`config.mk`:
```
export PLATFORM = sky130hd
export DESIGN_NAME = gregorian_date_add_days_core
export DESIGN_NICKNAME = d
export VERILOG_FILES = /design/src/design/gdad_pkg.sv /design/src/design/gregorian_date_add_days_core.sv
export SDC_FILE = /design/constraint.sdc
export NUM_CORES = 1
export LEC_CHECK = 0
export ABC_AREA = 1
export BUFFER_PORTS_ARGS = -buffer_cell sky130_fd_sc_hd__buf_2
export CORE_UTILIZATION = 50
export DETAILED_ROUTE_END_ITERATION = 12
export GPL_ROUTABILITY_DRIVEN = 0
export GPL_TIMING_DRIVEN = 0
export PLACE_DENSITY = 0.75
export SYNTH_ARGS = -nofsm -noshare
export SYNTH_HDL_FRONTEND = slang
export SYNTH_SLANG_ARGS = --single-unit
```
`constraint.sdc`:
```
create_clock -name i_clk -period 7.3 [get_ports i_clk]
set_input_delay 1.46 -clock i_clk [delete_from_list [all_inputs] [get_ports i_clk]]
set_output_delay 1.46 -clock i_clk [all_outputs]
set_load 0.05 [all_outputs]
```
`src/design/gdad_pkg.sv`:
```
// Package: shared widths, month table and month-length function for the date adder.
`timescale 1ns / 1ps
`default_nettype none
package gdad_pkg;

    localparam int DAY_W   = 5;
    localparam int MONTH_W = 4;
    localparam int YEAR_W  = 14;
    localparam int ADD_W   = 16;
    // add count + start day + up to twelve full months
    localparam int REM_W   = 17;

    localparam logic [MONTH_W-1:0] MON_JAN = 4'd1;
    localparam logic [MONTH_W-1:0] MON_FEB = 4'd2;
    localparam logic [MONTH_W-1:0] MON_DEC = 4'd12;

    localparam logic [DAY_W-1:0] FEB_LEAP_LEN = 5'd29;

    // Gregorian cycle and its century points
    localparam logic [YEAR_W-1:0] CYCLE_LEN  = 14'd400;
    localparam logic [YEAR_W-1:0] CYCLE_LAST = 14'd399;
    localparam logic [YEAR_W-1:0] CENT_1     = 14'd100;
    localparam logic [YEAR_W-1:0] CENT_2     = 14'd200;
    localparam logic [YEAR_W-1:0] CENT_3     = 14'd300;

    typedef logic [DAY_W-1:0] t_mlen;

    localparam t_mlen MONTH_LEN [12] = '{
        5'd31, 5'd28, 5'd31, 5'd30, 5'd31, 5'd30,
        5'd31, 5'd31, 5'd30, 5'd31, 5'd30, 5'd31
    };

    // Length of month m; months outside 1..12 have length zero.
    function automatic t_mlen month_days(input logic [MONTH_W-1:0] m, input logic leap);
        logic [MONTH_W-1:0] idx;
        t_mlen              len;
        idx = m - MON_JAN;
        if (m < MON_JAN || m > MON_DEC) begin
            len = '0;
        end else if (m == MON_FEB) begin
            len = leap ? FEB_LEAP_LEN : MONTH_LEN[idx];
        end else begin
            len = MONTH_LEN[idx];
        end
        return len;
    endfunction

endpackage
`default_nettype wire

```
`src/design/gregorian_date_add_days_core.sv`:
```
// Top level: Gregorian date plus day count, computed by a sequenced add/subtract unit.
//
// Input channel i_in_valid / o_in_ready carries a start date and a day count;
// output channel o_out_valid / i_out_ready carries the resulting date. One
// transfer on each side moves one item.
// An item is handled alone: after acceptance the block reduces the start year
// modulo 400 (one compare-subtract per cycle), sums the lengths of the months
// before the start month (one month per cycle), then walks forward from
// January one month per cycle through the shared add/subtract and compare
// unit until the remainder fits the month. The next item is not taken until
// the current one has left the done state, so the length of the walk sets
// the throughput.
// The result sits in an output register; the next item is accepted while it
// waits. If the receiver stalls, a finished item waits in the done state
// until the output register frees up.
// Synchronous active-low reset returns the sequencer to idle and drops
// o_out_valid; result payload registers are not reset.
// The leap rule follows the year's residue modulo 400, which is tracked as
// the year advances and cleared when the 14-bit year wraps to zero.
`timescale 1ns / 1ps
`default_nettype none
module gregorian_date_add_days_core (
    input  wire logic                          i_clk,
    input  wire logic                          i_rst_n,
    input  wire logic                          i_in_valid,
    output logic                               o_in_ready,
    input  wire logic [gdad_pkg::DAY_W-1:0]    i_start_day,
    input  wire logic [gdad_pkg::MONTH_W-1:0]  i_start_month,
    input  wire logic [gdad_pkg::YEAR_W-1:0]   i_start_year,
    input  wire logic [gdad_pkg::ADD_W-1:0]    i_days_to_add,
    output logic                               o_out_valid,
    input  wire logic                          i_out_ready,
    output logic [gdad_pkg::DAY_W-1:0]         o_result_day,
    output logic [gdad_pkg::MONTH_W-1:0]       o_result_month,
    output logic [gdad_pkg::YEAR_W-1:0]        o_result_year
);
    import gdad_pkg::*;

    localparam logic [2:0] ST_IDLE = 3'd0;
    localparam logic [2:0] ST_MOD  = 3'd1;
    localparam logic [2:0] ST_ACC  = 3'd2;
    localparam logic [2:0] ST_WALK = 3'd3;
    localparam logic [2:0] ST_DONE = 3'd4;

    localparam logic [2:0] MOD_TOP = 3'd5;  // 400 << 5 is the largest power-of-two multiple of 400 below 2^14

    logic [2:0]         r_state, n_state;
    logic [2:0]         r_k, n_k;
    logic [REM_W-1:0]   r_rem, n_rem;
    logic [MONTH_W-1:0] r_mon, n_mon;
    logic [MONTH_W-1:0] r_smon, n_smon;
    logic [YEAR_W-1:0]  r_year, n_year;
    logic [YEAR_W-1:0]  r_ymod, n_ymod;
    logic               r_out_valid, n_out_valid;
    logic [DAY_W-1:0]   r_res_day, n_res_day;
    logic [MONTH_W-1:0] r_res_mon, n_res_mon;
    logic [YEAR_W-1:0]  r_res_year, n_res_year;

    logic               leap;
    t_mlen              len;
    logic               op_sub;
    logic [REM_W-1:0]   alu_out;
    logic               rem_gt;
    logic [YEAR_W:0]    mod_cand;
    logic               in_xfer;
    logic               out_free;

    assign in_xfer  = i_in_valid && o_in_ready;
    assign out_free = !r_out_valid || i_out_ready;

    assign leap = (r_ymod[1:0] == 2'b00) && (r_ymod != CENT_1) && (r_ymod != CENT_2)
                  && (r_ymod != CENT_3);
    assign len  = month_days(r_mon, leap);

    // shared unit: add month length while summing, subtract while walking
    assign op_sub  = (r_state == ST_WALK);
    assign alu_out = op_sub ? (r_rem - {{(REM_W-DAY_W){1'b0}}, len})
                            : (r_rem + {{(REM_W-DAY_W){1'b0}}, len});
    assign rem_gt  = (r_rem > {{(REM_W-DAY_W){1'b0}}, len});

    assign mod_cand = {1'b0, CYCLE_LEN} << r_k;

    always_comb begin
        n_state     = r_state;
        n_k         = r_k;
        n_rem       = r_rem;
        n_mon       = r_mon;
        n_smon      = r_smon;
        n_year      = r_year;
        n_ymod      = r_ymod;
        n_out_valid = r_out_valid && !i_out_ready;
        n_res_day   = r_res_day;
        n_res_mon   = r_res_mon;
        n_res_year  = r_res_year;
        case (r_state)
            ST_IDLE: begin
                if (in_xfer) begin
                    n_rem   = {1'b0, i_days_to_add} + {{(REM_W-DAY_W){1'b0}}, i_start_day};
                    n_smon  = i_start_month;
                    n_year  = i_start_year;
                    n_ymod  = i_start_year;
                    n_k     = MOD_TOP;
                    n_mon   = MON_JAN;
                    n_state = ST_MOD;
                end
            end
            ST_MOD: begin
                if ({1'b0, r_ymod} >= mod_cand) begin
                    n_ymod = r_ymod - mod_cand[YEAR_W-1:0];
                end
                if (r_k == 3'd0) begin
                    n_state = ST_ACC;
                end else begin
                    n_k = r_k - 3'd1;
                end
            end
            ST_ACC: begin
                if (r_mon < r_smon) begin
                    n_rem = alu_out;
                    n_mon = r_mon + 4'd1;
                end else begin
                    n_mon   = MON_JAN;
                    n_state = ST_WALK;
                end
            end
            ST_WALK: begin
                if (rem_gt) begin
                    n_rem = alu_out;
                    if (r_mon == MON_DEC) begin
                        n_mon  = MON_JAN;
                        n_year = r_year + 14'd1;
                        // year wrap to zero restarts the 400-year cycle
                        if (r_year == {YEAR_W{1'b1}} || r_ymod == CYCLE_LAST) begin
                            n_ymod = '0;
                        end else begin
                            n_ymod = r_ymod + 14'd1;
                        end
                    end else begin
                        n_mon = r_mon + 4'd1;
                    end
                end else begin
                    n_state = ST_DONE;
                end
            end
            ST_DONE: begin
                if (out_free) begin
                    n_out_valid = 1'b1;
                    n_res_day   = r_rem[DAY_W-1:0];
                    n_res_mon   = r_mon;
                    n_res_year  = r_year;
                    n_state     = ST_IDLE;
                end
            end
            default: begin
                n_state = ST_IDLE;
            end
        endcase
    end

    always_ff @(posedge i_clk) begin
        if (!i_rst_n) begin
            r_state     <= ST_IDLE;
            r_out_valid <= 1'b0;
        end else begin
            r_state     <= n_state;
            r_out_valid <= n_out_valid;
        end
    end

    always_ff @(posedge i_clk) begin
        r_k        <= n_k;
        r_rem      <= n_rem;
        r_mon      <= n_mon;
        r_smon     <= n_smon;
        r_year     <= n_year;
        r_ymod     <= n_ymod;
        r_res_day  <= n_res_day;
        r_res_mon  <= n_res_mon;
        r_res_year <= n_res_year;
    end

    assign o_in_ready     = (r_state == ST_IDLE);
    assign o_out_valid    = r_out_valid;
    assign o_result_day   = r_res_day;
    assign o_result_month = r_res_mon;
    assign o_result_year  = r_res_year;

    a_accept_starts: assert property (@(posedge i_clk) disable iff (!i_rst_n)
        in_xfer |=> (r_state == ST_MOD))
        else $error("accepted item did not start year reduction");

    a_walk_month: assert property (@(posedge i_clk) disable iff (!i_rst_n)
        (r_state == ST_WALK) |-> (r_mon >= MON_JAN && r_mon <= MON_DEC))
        else $error("walk month out of range");

    a_walk_cycle: assert property (@(posedge i_clk) disable iff (!i_rst_n)
        (r_state == ST_WALK) |-> (r_ymod < CYCLE_LEN))
        else $error("year residue not reduced below 400");

    a_done_loads: assert property (@(posedge i_clk) disable iff (!i_rst_n)
        (r_state == ST_DONE && out_free) |=> (o_out_valid && r_state == ST_IDLE))
        else $error("finished item not moved to output register");

endmodule
`default_nettype wire
```
==> results of run 1 <==
## kinds of logic after synthesis
| kind of cell | Yosys count | synth area share [%] |
|---|---|---|
| AOI/OAI and AO/OA | 101 | 9.016 |
| xor gates and xnor gates | 30 | 4.134 |
| adders and majority gates | 44 | 9.016 |
| buffers and inverters | 131 | 8.051 |
| DFF | 83 | 38.58 |
| and+or+nand+nor | 458 | 31.20 |
## cell usage in the layout, fill, tap and decap left out, types with 2 or more instances in the layout
master     instances
a21o_1             3
a21oi_1           27
a21oi_2            4
a31oi_1            2
buf_2             74
buf_6              2
clkbuf_1           5
clkbuf_16          9
clkinv_1           2
clkinv_4           3
dfxtp_1            4
edfxtp_1          79
fa_1               3
ha_1              41
inv_1            113
inv_2              3
nand2_1          248
nand3_1           88
nand3_2            2
nand3b_1           3
nand4_1           21
nor2_1            69
nor2_2             3
nor3_1            12
nor3_2             2
o211ai_1          10
o21ai_0           44
o21bai_1           5
or2_2              6
xnor2_1            7
xor2_1            23
## metal layers
metal | wire [µm] | track usage, % | vias to the layer above
li1 | - | - | 2990
met1 | 6907 | 32.07 | 2657
met2 | 7241 | 43.03 | 184
met3 | 854 | 3.479 | 19
met4 | 272 | 9.091 | 0
met5 | 0 | 0 | -
## sequential cells by signal, indices dropped and copies added (netlist names), 4 cells and up
name,flops
r_ymod,14
r_rem,17
r_mon,4
r_year,14
o_result_month,4
r_smon,4
o_result_day,5
o_result_year,14
## per-stage QoR
| step | area (µm²) | setup WS [ns] |
|---|---|---|
| final | 7234 | 2.863 |
| after global routing | 7234 | 2.478 |
| after CTS | 7234 | 2.789 |
| after detailed placement | 6940 | 2.843 |
| after global placement | 6902 | 2.018 |
| after floorplan | 6356 | 3.368 |
## worst register-to-register path, delay by kind of cell (launching register included)
kind            cells  cell delay [ns]
compound gates      1             0.39
buf+inv             2             0.49
flops               1             0.50
simple gates       10             2.18
fa+ha+maj           2             0.47
## power by group through the flow
stage / clock (µW) / combinational [µW] / sequential [µW]
6_report: 456 / 1730 / 1010
5_1_grt: 478 / 1970 / 1040
4_1_cts: 459 / 1720 / 1010
3_5_place_dp: 0 / 1700 / 1020
3_3_place_gp: 0 / 1650 / 1020
2_1_floorplan: 0 / 1310 / 950
## path summary, 6_finish.rpt
check,startpoint,to,slack (ns),cells past startpoint
worst max-delay path,r_mon[0],r_ymod[12],2.86,15
worst min-delay path,r_year[10],o_result_year[10],0.49,0
worst max register to register,r_mon[0],r_ymod[12],2.86,15
worst min register to register,r_year[10],o_result_year[10],0.49,0
## final cells by class
class / instances / area share, %
Multi-Input combinational cell: 633 / 47.06
Sequential cell: 83 / 33.90
Inverter: 116 / 6.019
Timing Repair Buffer: 69 / 4.998
Clock buffer: 9 / 3.113
Tap cell: 168 / 2.906
Buffer: 15 / 1.055
Clock inverter: 7 / 0.9512
==> results.toml, run 1 <==
[setup_path]
cpMostUsedCell = "nand2_1"
critical-path-slowest-cell = "nor2_1"
worstSetupPathType = "flip-flop to flip-flop"
crit_chain = "inv_1 > ha_1 > nand2_1 > o22ai_1 > inv_1 > nand3_1 > ha_1 > nand2_1 > nor2_1 > nand2_1 > nand4_1 > nand2_1 > nand2_1 > nand4_1 > nor2_1"
critPathLaunchType = "flip-flop"
critPathRequiredTime_ns = 7.26
arrival_ns = 4.40
crit_path_end_kind = "flip-flop"
cp_num_buf_inv = 2
crit_fanout = 14
critPathMaxStageDelay_ns = 0.92
crit_family = "simple AND/OR/NAND/NOR gates"

[grt]
grt_pass1_wl_mm = 25.30
antenna_found_initial = 0
grt_usage_pct = 24.94
grt-ovfl-total = 0
grt_max_degree = 19
grt_pass1_vias = 5412

[timing]
fmax_ghz = 0.2254
hold_viol_final = 0
skew_ns = 0.01274
holdWs_ns = 0.4881
tns_ns = 0
post-route-period-util_pct = 60.78
maxSlewViolCount = 0
rsz0062_at_grt = "no"
worstMarginPinSlew_ns = 1.221
slew_headroom_pct = 18.32
setup_violations = 0
post-route-min-period_ns = 4.437

[routing]
vias_per_cell = 5.318
first_pass_iters = 5
ant_nets = 0
via_count = 5850
routed_wl_mm = 15.28
wl_per_cell_um = 13.89
drt-initial-drc-count = 382
drc = 0

[synth]
syn-mean-instance-area_um2 = 7.504
synth-seq-cells = 83
netlist_area_um2 = 6356
yosysWarnings = 0
synth_fp_nets = 934
synth_edf_count = 79
yosysMostFrequentCell = "nand2_1"
ys_types = 40
synth_top_area_share_pct = 37.32
synthArstFlopShare_pct = 0
synth_cells = 847
yosysSeqAreaShare_pct = 38.58
ys_top_cells_by_count = "nand2_1, inv_1, nand3_1, edfxtp_1, nor2_1"
synth_ff_type = "edfxtp_1"
netlist_top_cells_area = "edfxtp_1, nand2_1, ha_1"
yosys.area.top_type = "edfxtp_1"

[power]
netSwitchingPower_uw = 1553
p_int_uw = 1645
vdd_drop_max_mv = 0.1850
pwr-share-seq_pct = 31.6
clockPowerShare_pct = 14.3
pwr_density_cell_nw_per_um2 = 442.1
swShare_pct = 48.57
power_uw = 3198
p_leak_uw = 0.003369
combinationalPowerShare_pct = 54.2

[die]
fp.dieH_um = 114.8
die_area_um2 = 13170
start_util_pct = 52.05
ios = 68
fp.coreArea_um2 = 12210
die_x_um = 114.8
fp-row-count = 40

[min_path]
hold_class = "flip-flop to flip-flop"

[cells_and_area]
layout.cells.non_filler = 1100
fin_nets = 1014
drive_above_1_share_pct = 12.23
nFillCells = 1168
syn2layout_area_growth_pct = 13.82
diodes = 0
layout.area.seq_um2 = 2452
multiInputGateArea_um2 = 3405
fin_util_pct = 59.24

[clocking]
cts_setup_buffers = 0
cts_buffers = 9
clkSinkCount = 83
cts.clk_slew.worst_paths_ns = 0.06
postCtsResizedCells = 0
clk_latency_ns = 0.35
h-tree-depth = 3
cts_tree = "built"
clk_root_buffer_cell = "clkbuf_16"
hold_buffers = 0
clk_path_buf_depth = 2

[placed_design]
hpwl_mm = 12.02
dp.cells = 1084
io_buffers = 67

[status]
status = "completed"

[job]
cap_violations = 0
Note: power is estimated with default switching activity, not from simulation.
==> run 2, diff against run 1 <==
--- a/config.mk
+++ b/config.mk
@@ -5,13 +5,13 @@
 export SDC_FILE = /design/constraint.sdc
 export NUM_CORES = 1
 export LEC_CHECK = 0
-export ABC_AREA = 1
+export ABC_AREA = 0
 export BUFFER_PORTS_ARGS = -buffer_cell sky130_fd_sc_hd__buf_2
 export CORE_UTILIZATION = 50
 export DETAILED_ROUTE_END_ITERATION = 12
 export GPL_ROUTABILITY_DRIVEN = 0
 export GPL_TIMING_DRIVEN = 0
-export PLACE_DENSITY = 0.75
+export PLACE_DENSITY = 0.78
 export SYNTH_ARGS = -nofsm -noshare
 export SYNTH_HDL_FRONTEND = slang
 export SYNTH_SLANG_ARGS = --single-unit
==> constraint.sdc (replaced) <==
create_clock -name i_clk -period 3.98 [get_ports i_clk]
set_input_delay 0.796 -clock i_clk [delete_from_list [all_inputs] [get_ports i_clk]]
set_output_delay 0.796 -clock i_clk [all_outputs]
set_load 0.05 [all_outputs]
==> results.toml, run 2 <==
[synth]
syn-mean-instance-area_um2 = 9.721
synthArstFlopShare_pct = 0
synth_cells = 607
ys_types = 65
synth_top_area_share_pct = 40.20
synth_fp_nets = 694
netlist_area_um2 = 5901
synth_ff_type = "edfxtp_1"
yosysWarnings = 0
yosys.area.top_type = "edfxtp_1"
yosysMostFrequentCell = "edfxtp_1"
synth_edf_count = 79
synth-seq-cells = 83
ys_top_cells_by_count = "edfxtp_1, nand2_1, ha_1, o21ai_0, nor2_1"
netlist_top_cells_area = "edfxtp_1, ha_1, xor2_1"
yosysSeqAreaShare_pct = 41.56

[timing]
hold_viol_final = 0
fmax_ghz = 0.2577
skew_ns = 0.007390
maxSlewViolCount = 0
worstMarginPinSlew_ns = 0.8278
post-route-min-period_ns = 3.881
setup_ws_ns = 0.09877
post-route-period-util_pct = 97.52
slew_headroom_pct = 44.61
setup_violations = 0

[clocking]
clk_path_buf_depth = 2
h-tree-depth = 3
hold_buffers = 0
cts_buffers = 9
clk_latency_ns = 0.35
clkSinkCount = 83
clk_root_buffer_cell = "clkbuf_16"
cts.clk_slew.worst_paths_ns = 0.07
cts_tree = "built"

[setup_path]
crit_path_end_kind = "flip-flop"
worst_r2r_path_depth = 12
arrival_ns = 3.95
worstSetupPathType = "flip-flop to flip-flop"
critPathRequiredTime_ns = 4.05
critPathLaunchType = "flip-flop"
crit_fanout = 8

[die]
die_area_um2 = 12240
fp.dieH_um = 110.6
fp-row-count = 39
start_util_pct = 51.46
die_x_um = 110.6
ios = 68
fp.coreArea_um2 = 11470

[grt]
grt_pass1_wl_mm = 23.85
grt_pass1_vias = 5051
grt_max_degree = 19
antenna_found_initial = 0
grt_usage_pct = 23.93
grt-ovfl-total = 0

[routing]
ant_nets = 0
via_count = 5225
drt-initial-drc-count = 537
drc = 0
first_pass_iters = 5
wl_per_cell_um = 17.45
routed_wl_mm = 14.92
vias_per_cell = 6.111

[placed_design]
io_buffers = 67
hpwl_mm = 10.59
pre_cts_ws_ns = -0.5493

[power]
vdd_drop_max_mv = 0.2336
pwr_density_cell_nw_per_um2 = 400.5
p_leak_uw = 0.002791
power_uw = 2821

[cells_and_area]
registers.top_by_ff_count = "r_rem"
nFillCells = 888
syn2layout_area_growth_pct = 19.38
drive_above_1_share_pct = 21.07
final_common_cell = "edfxtp_1"
diodes = 0
most-common-layout-cells = "edfxtp_1, buf_2, nand2_1, o21ai_0, ha_1"
fin_nets = 794
largest_reg_flops = 17

[min_path]
hold_depth = 0
hold_class = "flip-flop to flip-flop"

[job]
cap_violations = 0

[status]
status = "completed"
-- run 2: report_power, final --
group	internal [µW]	switching [µW]
combinational	338	464
clock	495	385
sequential	1060	82.4
total	1890	931
-- run 2: routing by layer --
| metal | track usage [%] | up-vias | wire, µm |
|---|---|---|---|
| met1 | 30.98 | 2472 | 6390 |
| met2 | 39.92 | 273 | 7199 |
| met4 | 10.76 | 0 | 375 |
| met3 | 3.183 | 42 | 954 |
| met5 | 0 | - | 0 |
| li1 | - | 2438 | - |
-- run 2: worst paths after layout --
path	startpoint	end	slack, ns
max	r_ymod[13]	r_rem[13]	0.1
max reg2reg	r_ymod[13]	r_rem[13]	0.1
min reg2reg	r_year[8]	o_result_year[8]	0.50
min	r_year[8]	o_result_year[8]	0.50
-- run 2: worst max-delay path, cell delays in order (launching register included) --
cell and delay, ns:
edfxtp_1 0.45, or4_1 0.56, or4_4 0.56, nand4_1 0.17, nand2_2 0.12, ha_4 0.29, nor2b_2 0.14, o21a_1 0.18
a211oi_1 0.08, o21ai_2 0.25, nand2_2 0.14, a211oi_4 0.41, clkbuf_16 0.24
-- run 2: kinds of logic (layout without fill, tap and decap cells) --
group,after synthesis,after routing,synth area share [%]
buffers and inverters,56,161,3.965
AOI/OAI and AO/OA,141,141,15.80
and+or+nand+nor,215,215,18.53
adders and majority gates,44,44,9.712
DFF,83,83,41.56
xor gates and xnor gates,54,54,8.015
muxes,14,14,2.417
-- run 2: area by class of cell --
| type | instances | area (µm²) | area share [%] |
|---|---|---|---|
| sequential | 83 | 2452 | 34.81 |
| tap | 143 | 178.9 | 2.540 |
| inverter | 32 | 120.1 | 1.705 |
| buffer | 24 | 113.9 | 1.616 |
| multi-input combinational | 468 | 3322 | 47.16 |
| timing repair buffer | 89 | 550.5 | 7.815 |
| clock buffer | 9 | 225.2 | 3.197 |
| clock inverter | 7 | 81.33 | 1.155 |
-- run 2: per-stage QoR --
stage | setup TNS, ns | util (%) | hold WS (ns) | instances | instance area [µm²]
after global placement | -11.23 | 56.10 | 0.4791 | 817 | 6434
after global routing | -0.7108 | 61.43 | 0.5291 | 855 | 7044
after floorplan | 0 | - | 0.4561 | 607 | 5919
final | 0 | 61.43 | 0.5036 | 855 | 7044
after CTS | 0 | 60.24 | 0.5020 | 847 | 6908
after detailed placement | -17.05 | 56.37 | 0.4850 | 818 | 6464
-- run 2: repair_timing --
action	in CTS	in global routing
gates cloned	0	1
pin swaps	3	7
resized for setup	3	14
setup buffers	13	7
endpoints found under the setup margin	59	61
==> run 3, diff against run 2 <==
--- a/config.mk
+++ b/config.mk
@@ -7,6 +7,7 @@
 export LEC_CHECK = 0
 export ABC_AREA = 0
 export BUFFER_PORTS_ARGS = -buffer_cell sky130_fd_sc_hd__buf_2
+export CORE_ASPECT_RATIO = 1.25
 export CORE_UTILIZATION = 50
 export DETAILED_ROUTE_END_ITERATION = 12
 export GPL_ROUTABILITY_DRIVEN = 0
==> results.toml, run 3 (synthesis results as in run 2) <==
[cells_and_area]
fin_nets = 795
registers.top_by_ff_count = "r_rem"
diodes = 0
layout.area.seq_um2 = 2452
drive_above_1_share_pct = 21.04
nFillCells = 893
syn2layout_area_growth_pct = 19.51
fin_util_pct = 61.00
largest_reg_flops = 17
final_common_cell = "edfxtp_1"
most-common-layout-cells = "edfxtp_1, buf_2, nand2_1, o21ai_0, ha_1"
multiInputGateArea_um2 = 3302

[timing]
maxSlewViolCount = 0
tns_ns = 0
post-route-period-util_pct = 98.91
hold_viol_final = 0
fmax_ghz = 0.2540
slew_headroom_pct = 39.07
skew_ns = 0.01018
rsz0062_at_grt = "yes"
setup_violations = 0
worstMarginPinSlew_ns = 0.9045
setup_ws_ns = 0.04322
post-route-min-period_ns = 3.937

[die]
fp-row-count = 44
die_area_um2 = 12240
fp.coreArea_um2 = 11560
die_x_um = 99.17
ios = 68
start_util_pct = 51.04
fp.dieH_um = 123.5

[min_path]
hp-start = "r_rem[0]"
hold_depth = 0
whs_endpoint = "o_result_day[0]"
hold_class = "flip-flop to flip-flop"

[grt]
grt-ovfl-total = 0
grt_pass1_vias = 4998
grt_max_degree = 19
grt_usage_pct = 24.32
antenna_found_initial = 0
grt_pass1_wl_mm = 23.44

[clocking]
clk_latency_ns = 0.34
hold_buffers = 0
clkSinkCount = 83
cts_tree = "built"
clk_root_buffer_cell = "clkbuf_16"
cts_buffers = 9
h-tree-depth = 3
clk_path_buf_depth = 2
cts.clk_slew.worst_paths_ns = 0.07

[routing]
ant_nets = 0
routed_wl_mm = 15.14
drt-initial-drc-count = 365
wl_per_cell_um = 17.79
vias_per_cell = 6.169
first_pass_iters = 7
via_count = 5250
drc = 0

[setup_path]
critPathLaunchType = "flip-flop"
crit_chain = "or4_1 > or4_4 > nand4_1 > nand2_2 > ha_1 > nor2b_2 > o21a_1 > a211oi_1 > o21ai_2 > nand2_2 > a211oi_4 > clkbuf_16"
r2r-end = "r_rem[0]"
critPathRequiredTime_ns = 4.04
crit_fanout = 8
arrival_ns = 3.99
worstSetupPathType = "flip-flop to flip-flop"
reg2reg_from = "r_ymod[11]"
cpMostUsedCell = "nand2_2"
critPathMaxStageDelay_ns = 0.61
crit_path_end_kind = "flip-flop"
worst_r2r_path_depth = 12
crit_family = "simple AND/OR/NAND/NOR gates"
critical-path-slowest-cell = "or4_1"
cp_num_buf_inv = 1
rrSetupSlack_ns = 0.04

[job]
cap_violations = 0

[placed_design]
hpwl_mm = 10.77
io_buffers = 67
pre_cts_ws_ns = -0.5246

[power]
p_leak_uw = 0.002809
pwr_density_cell_nw_per_um2 = 403.0
vdd_drop_max_mv = 0.2443
power_uw = 2842

[status]
status = "completed"
==> run 3: cell count changes in the layout (fill, tap and decap cells not counted), sizes merged <==
cell      delta
inv          -3
clkinv       +2
buf          +1
bufinv       +1
clkbuf       +1
clkinvlp     -1
==> run 3: worst max-delay path by stage <==
stage,from,end,depth (start not counted)
after floorplan,r_ymod[4],r_rem[0],13
after global placement,r_ymod[4],r_rem[13],13
after detailed placement,r_ymod[4],r_rem[13],13
after CTS,r_ymod[11],r_rem[6],12
after global routing,r_ymod[4],r_rem[0],14
final,r_ymod[11],r_rem[0],12
==> run 3: timing repair <==
action                                  CTS  global route
pin swaps                                 3             8
endpoints found under the setup margin   61            61
resized for setup                         6            11
cloned                                    0             1
setup buffers                             7            14
==> run 3: per-stage QoR <==
stage / cells / instance area [µm²] / hold WS (ns)
after global routing: 851 / 7052 / 0.5079
after CTS: 836 / 6892 / 0.5066
final: 851 / 7052 / 0.5012
after floorplan: 607 / 5919 / 0.4561
after global placement: 812 / 6427 / 0.4831
after detailed placement: 813 / 6457 / 0.4933
==> run 3: area by class of cell <==
cell class / instances / area share, %
clock buffers: 10 / 3.247
flip-flops and latches: 83 / 34.78
well taps: 138 / 2.449
plain buffers: 24 / 1.632
clock inverters: 6 / 1.278
multi-input cells: 468 / 46.82
repair buffers: 90 / 8.091
inverters: 32 / 1.703
==> run 3: layer usage <==
layer / part of all wire [%] / global-route usage (%)
met1: 37 / 26.86
met2: 53 / 45.54
met3: 6.6 / 4.240
met4: 3.7 / 11.12
met5: 0 / 0
==> run 3: report_power, final <==
group          switching, µW  internal, µW  leakage [µW]
registers               82.0          1060      0.000778
clock network            352           551      0.000154
logic                    455           345       0.00188
